$ cat src/rtl/core/abm_pkg.sv
package abm_pkg;

  localparam int NODES  = 32;
  localparam int IDX_W  = $clog2(NODES);
  localparam int SIZE_W = IDX_W + 1;
  localparam int ROW_W  = NODES;

  localparam logic [ROW_W-1:0]  FULL_ROW = 32'hFFFFFFFF;
  localparam logic [SIZE_W-1:0] SIZE_MAX = SIZE_W'(NODES);

  localparam logic [1:0] CFG_ROWS_IN_USE = 2'd0;
  localparam logic [1:0] CFG_COLS_IN_USE = 2'd1;

  typedef enum logic [2:0] {
    KIND_CONNECT        = 3'd0,
    KIND_DISCONNECT     = 3'd1,
    KIND_CONNECT_ALL    = 3'd2,
    KIND_DISCONNECT_ALL = 3'd3,
    KIND_QUERY          = 3'd4,
    KIND_FIND_SINK      = 3'd5,
    KIND_FIND_SOURCE    = 3'd6,
    KIND_NOP            = 3'd7
  } kind_t;

  typedef enum logic [1:0] {
    ST_IDLE,
    ST_SINGLE,
    ST_FILL,
    ST_SCAN
  } state_t;

  typedef struct packed {
    logic             set_bit;
    logic             clr_bit;
    logic             or_row;
    logic             clr_all;
    logic [IDX_W-1:0] addr;
    logic [IDX_W-1:0] bit_sel;
    logic [ROW_W-1:0] mask;
  } mat_cmd_t;

  function automatic logic [SIZE_W-1:0] clamp_size(logic [SIZE_W-1:0] v);
    return (v > SIZE_MAX) ? SIZE_MAX : v;
  endfunction

endpackage

$ cat src/rtl/core/abm_matrix.sv
module abm_matrix (
  input  logic                            clk,
  input  logic                            rst,
  input  abm_pkg::mat_cmd_t               cmd,
  input  logic [abm_pkg::IDX_W-1:0]       rd_addr,
  output logic [abm_pkg::ROW_W-1:0]       rd_row
);
  import abm_pkg::*;

  logic [ROW_W-1:0] adj [NODES];

  always_ff @(posedge clk) begin
    if (rst || cmd.clr_all) begin
      for (int i = 0; i < NODES; i++) begin
        adj[i] <= '0;
      end
    end else if (cmd.set_bit) begin
      adj[cmd.addr][cmd.bit_sel] <= 1'b1;
    end else if (cmd.clr_bit) begin
      adj[cmd.addr][cmd.bit_sel] <= 1'b0;
    end else if (cmd.or_row) begin
      adj[cmd.addr] <= adj[cmd.addr] | cmd.mask;
    end
  end

  assign rd_row = adj[rd_addr];

endmodule

$ cat src/rtl/core/abm_seq.sv
module abm_seq (
  input  logic                            clk,
  input  logic                            rst,
  input  logic                            start,
  input  logic [2:0]                      kind,
  input  logic [abm_pkg::IDX_W-1:0]       row_index,
  input  logic [abm_pkg::IDX_W-1:0]       col_index,
  input  logic [abm_pkg::SIZE_W-1:0]      rows_in_use,
  input  logic [abm_pkg::SIZE_W-1:0]      cols_in_use,
  input  logic [abm_pkg::ROW_W-1:0]       rd_row,
  output abm_pkg::mat_cmd_t               cmd,
  output logic [abm_pkg::IDX_W-1:0]       rd_addr,
  output logic                            busy,
  output logic                            done,
  output logic                            connected,
  output logic                            found,
  output logic [abm_pkg::IDX_W-1:0]       found_index,
  output logic                            index_error
);
  import abm_pkg::*;

  state_t           state, state_next;
  kind_t            op, op_next;
  logic [IDX_W-1:0] row_q, row_q_next;
  logic [IDX_W-1:0] col_q, col_q_next;
  logic             err, err_next;
  logic [IDX_W-1:0] idx, idx_next;

  logic             done_next, connected_next, found_next, index_error_next;
  logic [IDX_W-1:0] found_index_next;

  kind_t            kind_in;
  logic             in_range;
  logic             indexed;
  logic [IDX_W-1:0] bit_sel;
  logic             hit;
  logic [ROW_W-1:0] col_mask;

  assign kind_in  = kind_t'(kind);
  assign in_range = ({1'b0, row_index} < rows_in_use) && ({1'b0, col_index} < cols_in_use);
  assign indexed  = (kind_in == KIND_CONNECT) || (kind_in == KIND_DISCONNECT) ||
                    (kind_in == KIND_QUERY) || (kind_in == KIND_FIND_SINK) ||
                    (kind_in == KIND_FIND_SOURCE);
  assign col_mask = cols_in_use[IDX_W] ? FULL_ROW
                  : ((ROW_W'(1) << cols_in_use[IDX_W-1:0]) - ROW_W'(1));
  assign hit      = rd_row[bit_sel];
  assign busy     = (state != ST_IDLE);

  always_ff @(posedge clk) begin
    if (rst) begin
      state       <= ST_IDLE;
      done        <= 1'b0;
      connected   <= 1'b0;
      found       <= 1'b0;
      found_index <= '0;
      index_error <= 1'b0;
    end else begin
      state       <= state_next;
      done        <= done_next;
      connected   <= connected_next;
      found       <= found_next;
      found_index <= found_index_next;
      index_error <= index_error_next;
    end
  end

  always_ff @(posedge clk) begin
    op    <= op_next;
    row_q <= row_q_next;
    col_q <= col_q_next;
    err   <= err_next;
    idx   <= idx_next;
  end

  always_comb begin
    state_next       = state;
    op_next          = op;
    row_q_next       = row_q;
    col_q_next       = col_q;
    err_next         = err;
    idx_next         = idx;
    done_next        = 1'b0;
    connected_next   = 1'b0;
    found_next       = 1'b0;
    found_index_next = '0;
    index_error_next = 1'b0;
    rd_addr          = row_q;
    bit_sel          = col_q;
    cmd              = '0;
    cmd.addr         = row_q;
    cmd.bit_sel      = col_q;
    cmd.mask         = col_mask;

    unique case (state)
      ST_IDLE: begin
        if (start) begin
          op_next    = kind_in;
          row_q_next = row_index;
          col_q_next = col_index;
          err_next   = indexed && !in_range;
          if (kind_in == KIND_CONNECT_ALL && rows_in_use != '0) begin
            idx_next   = '0;
            state_next = ST_FILL;
          end else if ((kind_in == KIND_FIND_SINK || kind_in == KIND_FIND_SOURCE)
                       && in_range) begin
            idx_next   = (kind_in == KIND_FIND_SINK) ? col_index : row_index;
            state_next = ST_SCAN;
          end else begin
            state_next = ST_SINGLE;
          end
        end
      end
      ST_SINGLE: begin
        done_next        = 1'b1;
        index_error_next = err;
        state_next       = ST_IDLE;
        unique case (op)
          KIND_CONNECT:        cmd.set_bit = !err;
          KIND_DISCONNECT:     cmd.clr_bit = !err;
          KIND_DISCONNECT_ALL: cmd.clr_all = 1'b1;
          KIND_QUERY:          connected_next = !err && hit;
          default: ;
        endcase
      end
      ST_FILL: begin
        cmd.or_row = 1'b1;
        cmd.addr   = idx;
        if ({1'b0, idx} == rows_in_use - SIZE_W'(1)) begin
          done_next  = 1'b1;
          state_next = ST_IDLE;
        end else begin
          idx_next = idx + IDX_W'(1);
        end
      end
      ST_SCAN: begin
        rd_addr = (op == KIND_FIND_SINK) ? row_q : idx;
        bit_sel = (op == KIND_FIND_SINK) ? idx : col_q;
        if (hit) begin
          done_next        = 1'b1;
          found_next       = 1'b1;
          found_index_next = idx;
          state_next       = ST_IDLE;
        end else if (idx == '0) begin
          done_next  = 1'b1;
          state_next = ST_IDLE;
        end else begin
          idx_next = idx - IDX_W'(1);
        end
      end
      default: state_next = ST_IDLE;
    endcase
  end

endmodule

$ cat src/rtl/core/adjacency_bit_matrix.sv
// Adjacency bit matrix: 32 x 32 directed edges, bit (row, col) = edge row -> col.
// Request channel: start with kind, row_index, col_index; transfer when start
// is high and busy is low. busy stays high until the request's result is out.
// Result channel: done pulses for one cycle with connected, found, found_index
// and index_error; the receiver cannot stall, so every result is taken then.
// Other cycles show zero on the result fields.
// Config channel: cfg_valid/cfg_ready with cfg_index (0 rows, 1 cols) and
// cfg_data; cfg_ready is low while busy; values above 32 saturate to 32.
// Sequence from accepting start to done:
//   connect, disconnect, query, disconnect all, errors: the single-step state
//   connect all: one row ORed per cycle; the single-step state if no rows
//   find sink / find source: one matrix bit tested per cycle by the shared
//   scan step, from the start index downward.
// A new request may be accepted in the cycle done is high.
// Reset (rst, synchronous) clears all edges, sets both sizes to 32 and
// returns the sequencer to idle.
module adjacency_bit_matrix (
  input  logic                          clk,
  input  logic                          rst,
  input  logic                          start,
  output logic                          busy,
  input  logic [2:0]                    kind,
  input  logic [abm_pkg::IDX_W-1:0]     row_index,
  input  logic [abm_pkg::IDX_W-1:0]     col_index,
  output logic                          done,
  output logic                          connected,
  output logic                          found,
  output logic [abm_pkg::IDX_W-1:0]     found_index,
  output logic                          index_error,
  input  logic                          cfg_valid,
  output logic                          cfg_ready,
  input  logic [1:0]                    cfg_index,
  input  logic [abm_pkg::SIZE_W-1:0]    cfg_data
);
  import abm_pkg::*;

  logic [SIZE_W-1:0] rows_in_use;
  logic [SIZE_W-1:0] cols_in_use;
  mat_cmd_t          cmd;
  logic [IDX_W-1:0]  rd_addr;
  logic [ROW_W-1:0]  rd_row;

  assign cfg_ready = !busy;

  always_ff @(posedge clk) begin
    if (rst) begin
      rows_in_use <= SIZE_MAX;
      cols_in_use <= SIZE_MAX;
    end else if (cfg_valid && cfg_ready) begin
      if (cfg_index == CFG_ROWS_IN_USE) begin
        rows_in_use <= clamp_size(cfg_data);
      end else if (cfg_index == CFG_COLS_IN_USE) begin
        cols_in_use <= clamp_size(cfg_data);
      end
    end
  end

  abm_matrix u_matrix (
    .clk     (clk),
    .rst     (rst),
    .cmd     (cmd),
    .rd_addr (rd_addr),
    .rd_row  (rd_row)
  );

  abm_seq u_seq (
    .clk         (clk),
    .rst         (rst),
    .start       (start),
    .kind        (kind),
    .row_index   (row_index),
    .col_index   (col_index),
    .rows_in_use (rows_in_use),
    .cols_in_use (cols_in_use),
    .rd_row      (rd_row),
    .cmd         (cmd),
    .rd_addr     (rd_addr),
    .busy        (busy),
    .done        (done),
    .connected   (connected),
    .found       (found),
    .found_index (found_index),
    .index_error (index_error)
  );

endmodule

$ cat config.mk
export PLATFORM = sky130hd
export DESIGN_NAME = adjacency_bit_matrix
export DESIGN_NICKNAME = d
export VERILOG_FILES = /design/src/rtl/core/abm_pkg.sv /design/src/rtl/core/abm_matrix.sv /design/src/rtl/core/abm_seq.sv /design/src/rtl/core/adjacency_bit_matrix.sv
export SDC_FILE = /design/constraint.sdc
export NUM_CORES = 2
export LEC_CHECK = 0
export ABC_AREA = 1
export BUFFER_PORTS_ARGS = -buffer_cell sky130_fd_sc_hd__buf_2
export CAP_MARGIN = 40
export CORE_ASPECT_RATIO = 1.5
export CORE_UTILIZATION = 45
export DETAILED_ROUTE_END_ITERATION = 10
export GPL_TIMING_DRIVEN = 1
export MAX_ROUTING_LAYER = met4
export SYNTH_ARGS = -nofsm -noshare
export SYNTH_HDL_FRONTEND = slang
export SYNTH_HIERARCHICAL = 1
export SYNTH_SLANG_ARGS = --single-unit
$ cat constraint.sdc
create_clock -name clk -period 4.8 [get_ports clk]
set_input_delay 0.24 -clock clk [delete_from_list [all_inputs] [get_ports clk]]
set_output_delay 0.24 -clock clk [all_outputs]
set_load 0.05 [all_outputs]
==> results.rst <==
.. list-table::
   :header-rows: 1

   * - Metric
     - Value
   * - DPL Wire Length
     - 168000 um
   * - Maximum number of pins on one net before global-route repair
     - around 190
   * - Type of element capturing the critical path
     - flop
   * - Setup-violating endpoint count in the final report
     - 0
   * - Number of fillers in the final layout
     - between 15k and 20k
   * - Peak VDD IR
     - 444 uV
   * - Number of antenna violations at the first check in global routing
     - 13
   * - Period utilization
     - 0.984
   * - Number of detailed-route iterations in the first pass
     - 6
   * - Placed cell area
     - between 70000 and 80000 sq um
   * - Delay of the slowest cell on the worst path
     - 0.49 ns
   * - Via count of the first global-routing pass
     - around 67k
   * - Area of the die
     - about 160000 sq um
   * - Core Box Area
     - 155000 sq um
   * - CTS Buf Count
     - 111
   * - Slowest cell on crit path
     - sky130_fd_sc_hd__buf_4
   * - Number of enable-type register cells in the synthesized netlist
     - 1043
   * - Layout net count
     - 9459
   * - First-pass GRT wire length
     - about 430000 um
   * - Synthesized Nets
     - 9864
   * - Count of vias placed by the detailed router
     - between 70k and 80k
   * - Overall routed net length
     - 293000 um
   * - Final estimated routing congestion in global placement
     - approximately 0.97
   * - Max Clock Freq
     - 0.212 GHz
   * - Dpl cells
     - 11.3k
   * - Number of clock sinks seen by CTS
     - 1066
   * - Worst-case clock skew
     - 0.0418 ns
   * - Total congestion overflow
     - 0
   * - Max-slew headroom at the worst pin
     - 0.364
   * - Synth Register Bits
     - 1066
   * - Average cell area after synthesis
     - 7.14 sq um
   * - Number of warnings issued by yosys
     - 6
   * - FP Rows
     - 177
   * - Port bufs
     - 35
   * - Leading cell type in the layout, fill and taps excluded
     - sky130_fd_sc_hd__nand2_1
   * - Critical path start-end classification
     - reg2reg
   * - Startpoint of the lowest-slack hold path
     - cfg_valid
   * - CTS clk-pin slew, worst paths
     - 0.06 ns
   * - Req. time, crit path
     - 5.28 ns
   * - Boundary Pins
     - 36
   * - Launching point of the worst reg2reg path
     - u_seq/state[1]
   * - Number of different library cells in the post-synthesis netlist
     - 47
   * - Maximum capacitance violations
     - 0
   * - Clk_lat worst skew
     - 0.80 ns
   * - Number of buffers inserted by post-CTS setup repair
     - 0
   * - Predominant post-synthesis flop cell
     - sky130_fd_sc_hd__edfxtp_1
   * - Largest driver fanout on the critical path
     - 29
   * - Routed len/inst
     - about 25 um
   * - CTS H-tree depth
     - 3
   * - X dimension of the die
     - about 320 um
   * - Synth Cell Area
     - 70200 sq um
   * - Synthesized instance count
     - around 10k
   * - Final count of pins violating max slew
     - 0
   * - Number of vias per cell after detailed routing
     - 6.19
   * - Cell area after layout
     - 76900 sq um
   * - CTS resizes
     - 0
   * - Type of origin of the critical path
     - flop
   * - Total global routing track utilization
     - 0.373
   * - Post-CTS Hold Fix Bufs
     - 29
   * - Effective utilization at floorplan
     - 0.453
   * - Sequence of cells on the critical path
     - nand2_4 -> inv_4 -> nand2_1 -> buf_4 -> nand2_1 -> o21ai_4 -> inv_6 -> buf_4 -> o221ai_1 -> nand3_1 -> nand2_1 -> nand2_1 -> nand2_1 -> nand2_1 -> nand3_1 -> nand3_1 -> nand3_1 -> nand2_1 -> nand2_2 -> nand2_1 -> o21ai_1 -> inv_1
   * - Largest buffer count on any clock path
     - 3
   * - Starting DRC count in detailed routing
     - 9381
   * - Cell chosen for the clock root
     - sky130_fd_sc_hd__clkbuf_16
   * - Hold Crit Class
     - in2reg
   * - Number of nets with antenna violations after detailed routing
     - 0
   * - Post-synthesis sequential area ratio
     - 0.453
   * - Final Hold Viols
     - 0
   * - Worst-margin pin slew
     - 0.954 ns
   * - Post-route setup TNS
     - 0 ns
   * - Final instance count without filler cells
     - 11.6k
   * - Share of post-route cells with drive strength above 1
     - 0.0656
   * - Die H
     - 486 um
   * - Cell occurring most often along the worst timing path
     - sky130_fd_sc_hd__nand2_1
   * - Leak pwr
     - 33.1 nW
   * - Area growth from synthesis to layout
     - 9.57%
   * - Min Clock Period, post-route
     - between 4 and 5 ns
   * - Setup repair after global routing missed its margin
     - no
   * - Power density of the placed cells
     - 388 nW/um^2
   * - Minimum hold slack
     - 0.0325 ns
   * - Highest-count cells in the layout ignoring fill and taps
     - sky130_fd_sc_hd__nand2_1, sky130_fd_sc_hd__a21oi_1, sky130_fd_sc_hd__edfxtp_1, sky130_fd_sc_hd__nor2_1, sky130_fd_sc_hd__nand3_1
   * - Outcome
     - finished, final reports clean
   * - Async SR Flop Fraction
     - 0
   * - DRC errors left
     - 0
   * - Utilization of the core after routing
     - 0.496
   * - Launch point of the worst path
     - u_seq/state[1]
   * - Arrival time at the worst endpoint
     - about 5.2 ns
   * - CTS tree
     - built
==> final timing paths <==
kind / to / slack, ns / cells after the start
worst max register to register: u_seq/idx[3] / 0.08 / 22
worst min-delay path: rows_in_use[0] / 0.03 / 7
worst min register to register: rows_in_use[1] / 0.54 / 4
worst max-delay path: u_seq/idx[3] / 0.08 / 22
==> cell usage after synthesis, types with 3 or more instances <==
cell type | instances | share of area
sky130_fd_sc_hd__nand2_1 | 4503 | 0.24
sky130_fd_sc_hd__a21oi_1 | 1087 | 0.078
sky130_fd_sc_hd__edfxtp_1 | 1043 | 0.45
sky130_fd_sc_hd__nor2_1 | 731 | 0.039
sky130_fd_sc_hd__clkbuf_1 | 543 | 0.029
sky130_fd_sc_hd__nand3_1 | 362 | 0.026
sky130_fd_sc_hd__o21ai_0 | 343 | 0.024
sky130_fd_sc_hd__buf_2 | 331 | 0.024
sky130_fd_sc_hd__o21bai_1 | 242 | 0.026
sky130_fd_sc_hd__o221ai_1 | 242 | 0.030
sky130_fd_sc_hd__inv_1 | 140 | 0.0075
sky130_fd_sc_hd__buf_1 | 34 | 0.0018
sky130_fd_sc_hd__nand3b_1 | 30 | 0.0032
sky130_fd_sc_hd__dfxtp_1 | 23 | 0.0066
sky130_fd_sc_hd__nor2_2 | 21 | 0.0019
sky130_fd_sc_hd__inv_2 | 19 | 0.0010
sky130_fd_sc_hd__nor3_1 | 17 | 0.0012
sky130_fd_sc_hd__a211oi_1 | 15 | 0.0016
sky130_fd_sc_hd__ha_1 | 14 | 0.0025
sky130_fd_sc_hd__nand4_1 | 11 | 0.00098
sky130_fd_sc_hd__o21ai_1 | 9 | 0.00064
sky130_fd_sc_hd__xor2_1 | 8 | 0.0010
sky130_fd_sc_hd__nand2_2 | 6 | 0.00053
sky130_fd_sc_hd__nor3_2 | 6 | 0.00086
sky130_fd_sc_hd__nand2_4 | 4 | 0.00064
sky130_fd_sc_hd__nand3_2 | 4 | 0.00057
sky130_fd_sc_hd__xnor2_1 | 4 | 0.00050
sky130_fd_sc_hd__a21o_1 | 3 | 0.00032
sky130_fd_sc_hd__a31oi_1 | 3 | 0.00027
sky130_fd_sc_hd__o31ai_1 | 3 | 0.00032
==> logic make-up after synthesis <==
| logic type | count (synthesis) | synth area share |
|---|---|---|
| buf+inv | 1073 | 0.0636 |
| mux | 1 | 0.000143 |
| compound gates | 1954 | 0.162 |
| flops | 1066 | 0.453 |
| xor+xnor | 12 | 0.00150 |
| fa+ha+maj | 15 | 0.00278 |
| simple gates | 5703 | 0.317 |
==> state kept, by name (all words and copies together), names as in the netlist <==
register and flops:
u_seq/index_error 1, u_seq/op 3, u_seq/row_q 5, u_seq/state 2
u_seq/col_q 5, u_matrix/adj 1024, u_seq/err 1, cols_in_use 6
u_seq/found_index 5, u_seq/done 1, u_seq/idx 5, u_seq/found 1
u_seq/connected 1, rows_in_use 6
==> critical path: cells and delay by family, from the launching register on <==
family	cells	cell delay [ns]
buffers and inverters	5	1.42
AND/OR/NAND/NOR	14	2.06
AO/OA/AOI/OAI	3	0.45
flip-flops	1	0.44
==> routing by layer <==
| layer | GRT usage | wire [um] | share of wire |
|---|---|---|---|
| met2 | 0.574 | 132000 | 0.45 |
| met5 | - | 0 | 0 |
| met3 | 0.0837 | 35200 | 0.12 |
| met4 | 0.265 | 23300 | 0.079 |
| met1 | 0.430 | 102000 | 0.35 |
==> where the power goes <==
part	leakage (nW)	switching, mW	internal, mW
sequential	11.0	0.313	10.8
clock	1.70	4.01	4.71
combinational	20.4	7.51	2.57
==> metrics by stage <==
| stage | setup slack [ns] | power, mW |
|---|---|---|
| 2_1_floorplan | 1.36 | 16.9 |
| 3_3_place_gp | 0.354 | 20.7 |
| 3_5_place_dp | 0.354 | 21.0 |
| 4_1_cts | 0.323 | 29.6 |
| 5_1_grt | 0.0342 | 30.8 |
| 6_report | 0.0784 | 29.9 |
==> final cells by class <==
cell class                 count  area, sq um  share of cell area
sequential                  1066        31800               0.413
tap                         2058         2570              0.0335
timing repair buffer         393         4080              0.0531
multi-input combinational   7685        34300               0.446
inverter                     162          648             0.00843
antenna                       16         40.0            0.000521
clock inverter                64          504             0.00656
clock buffer                 138         2980              0.0388
(Power assumes the default switching activity.)
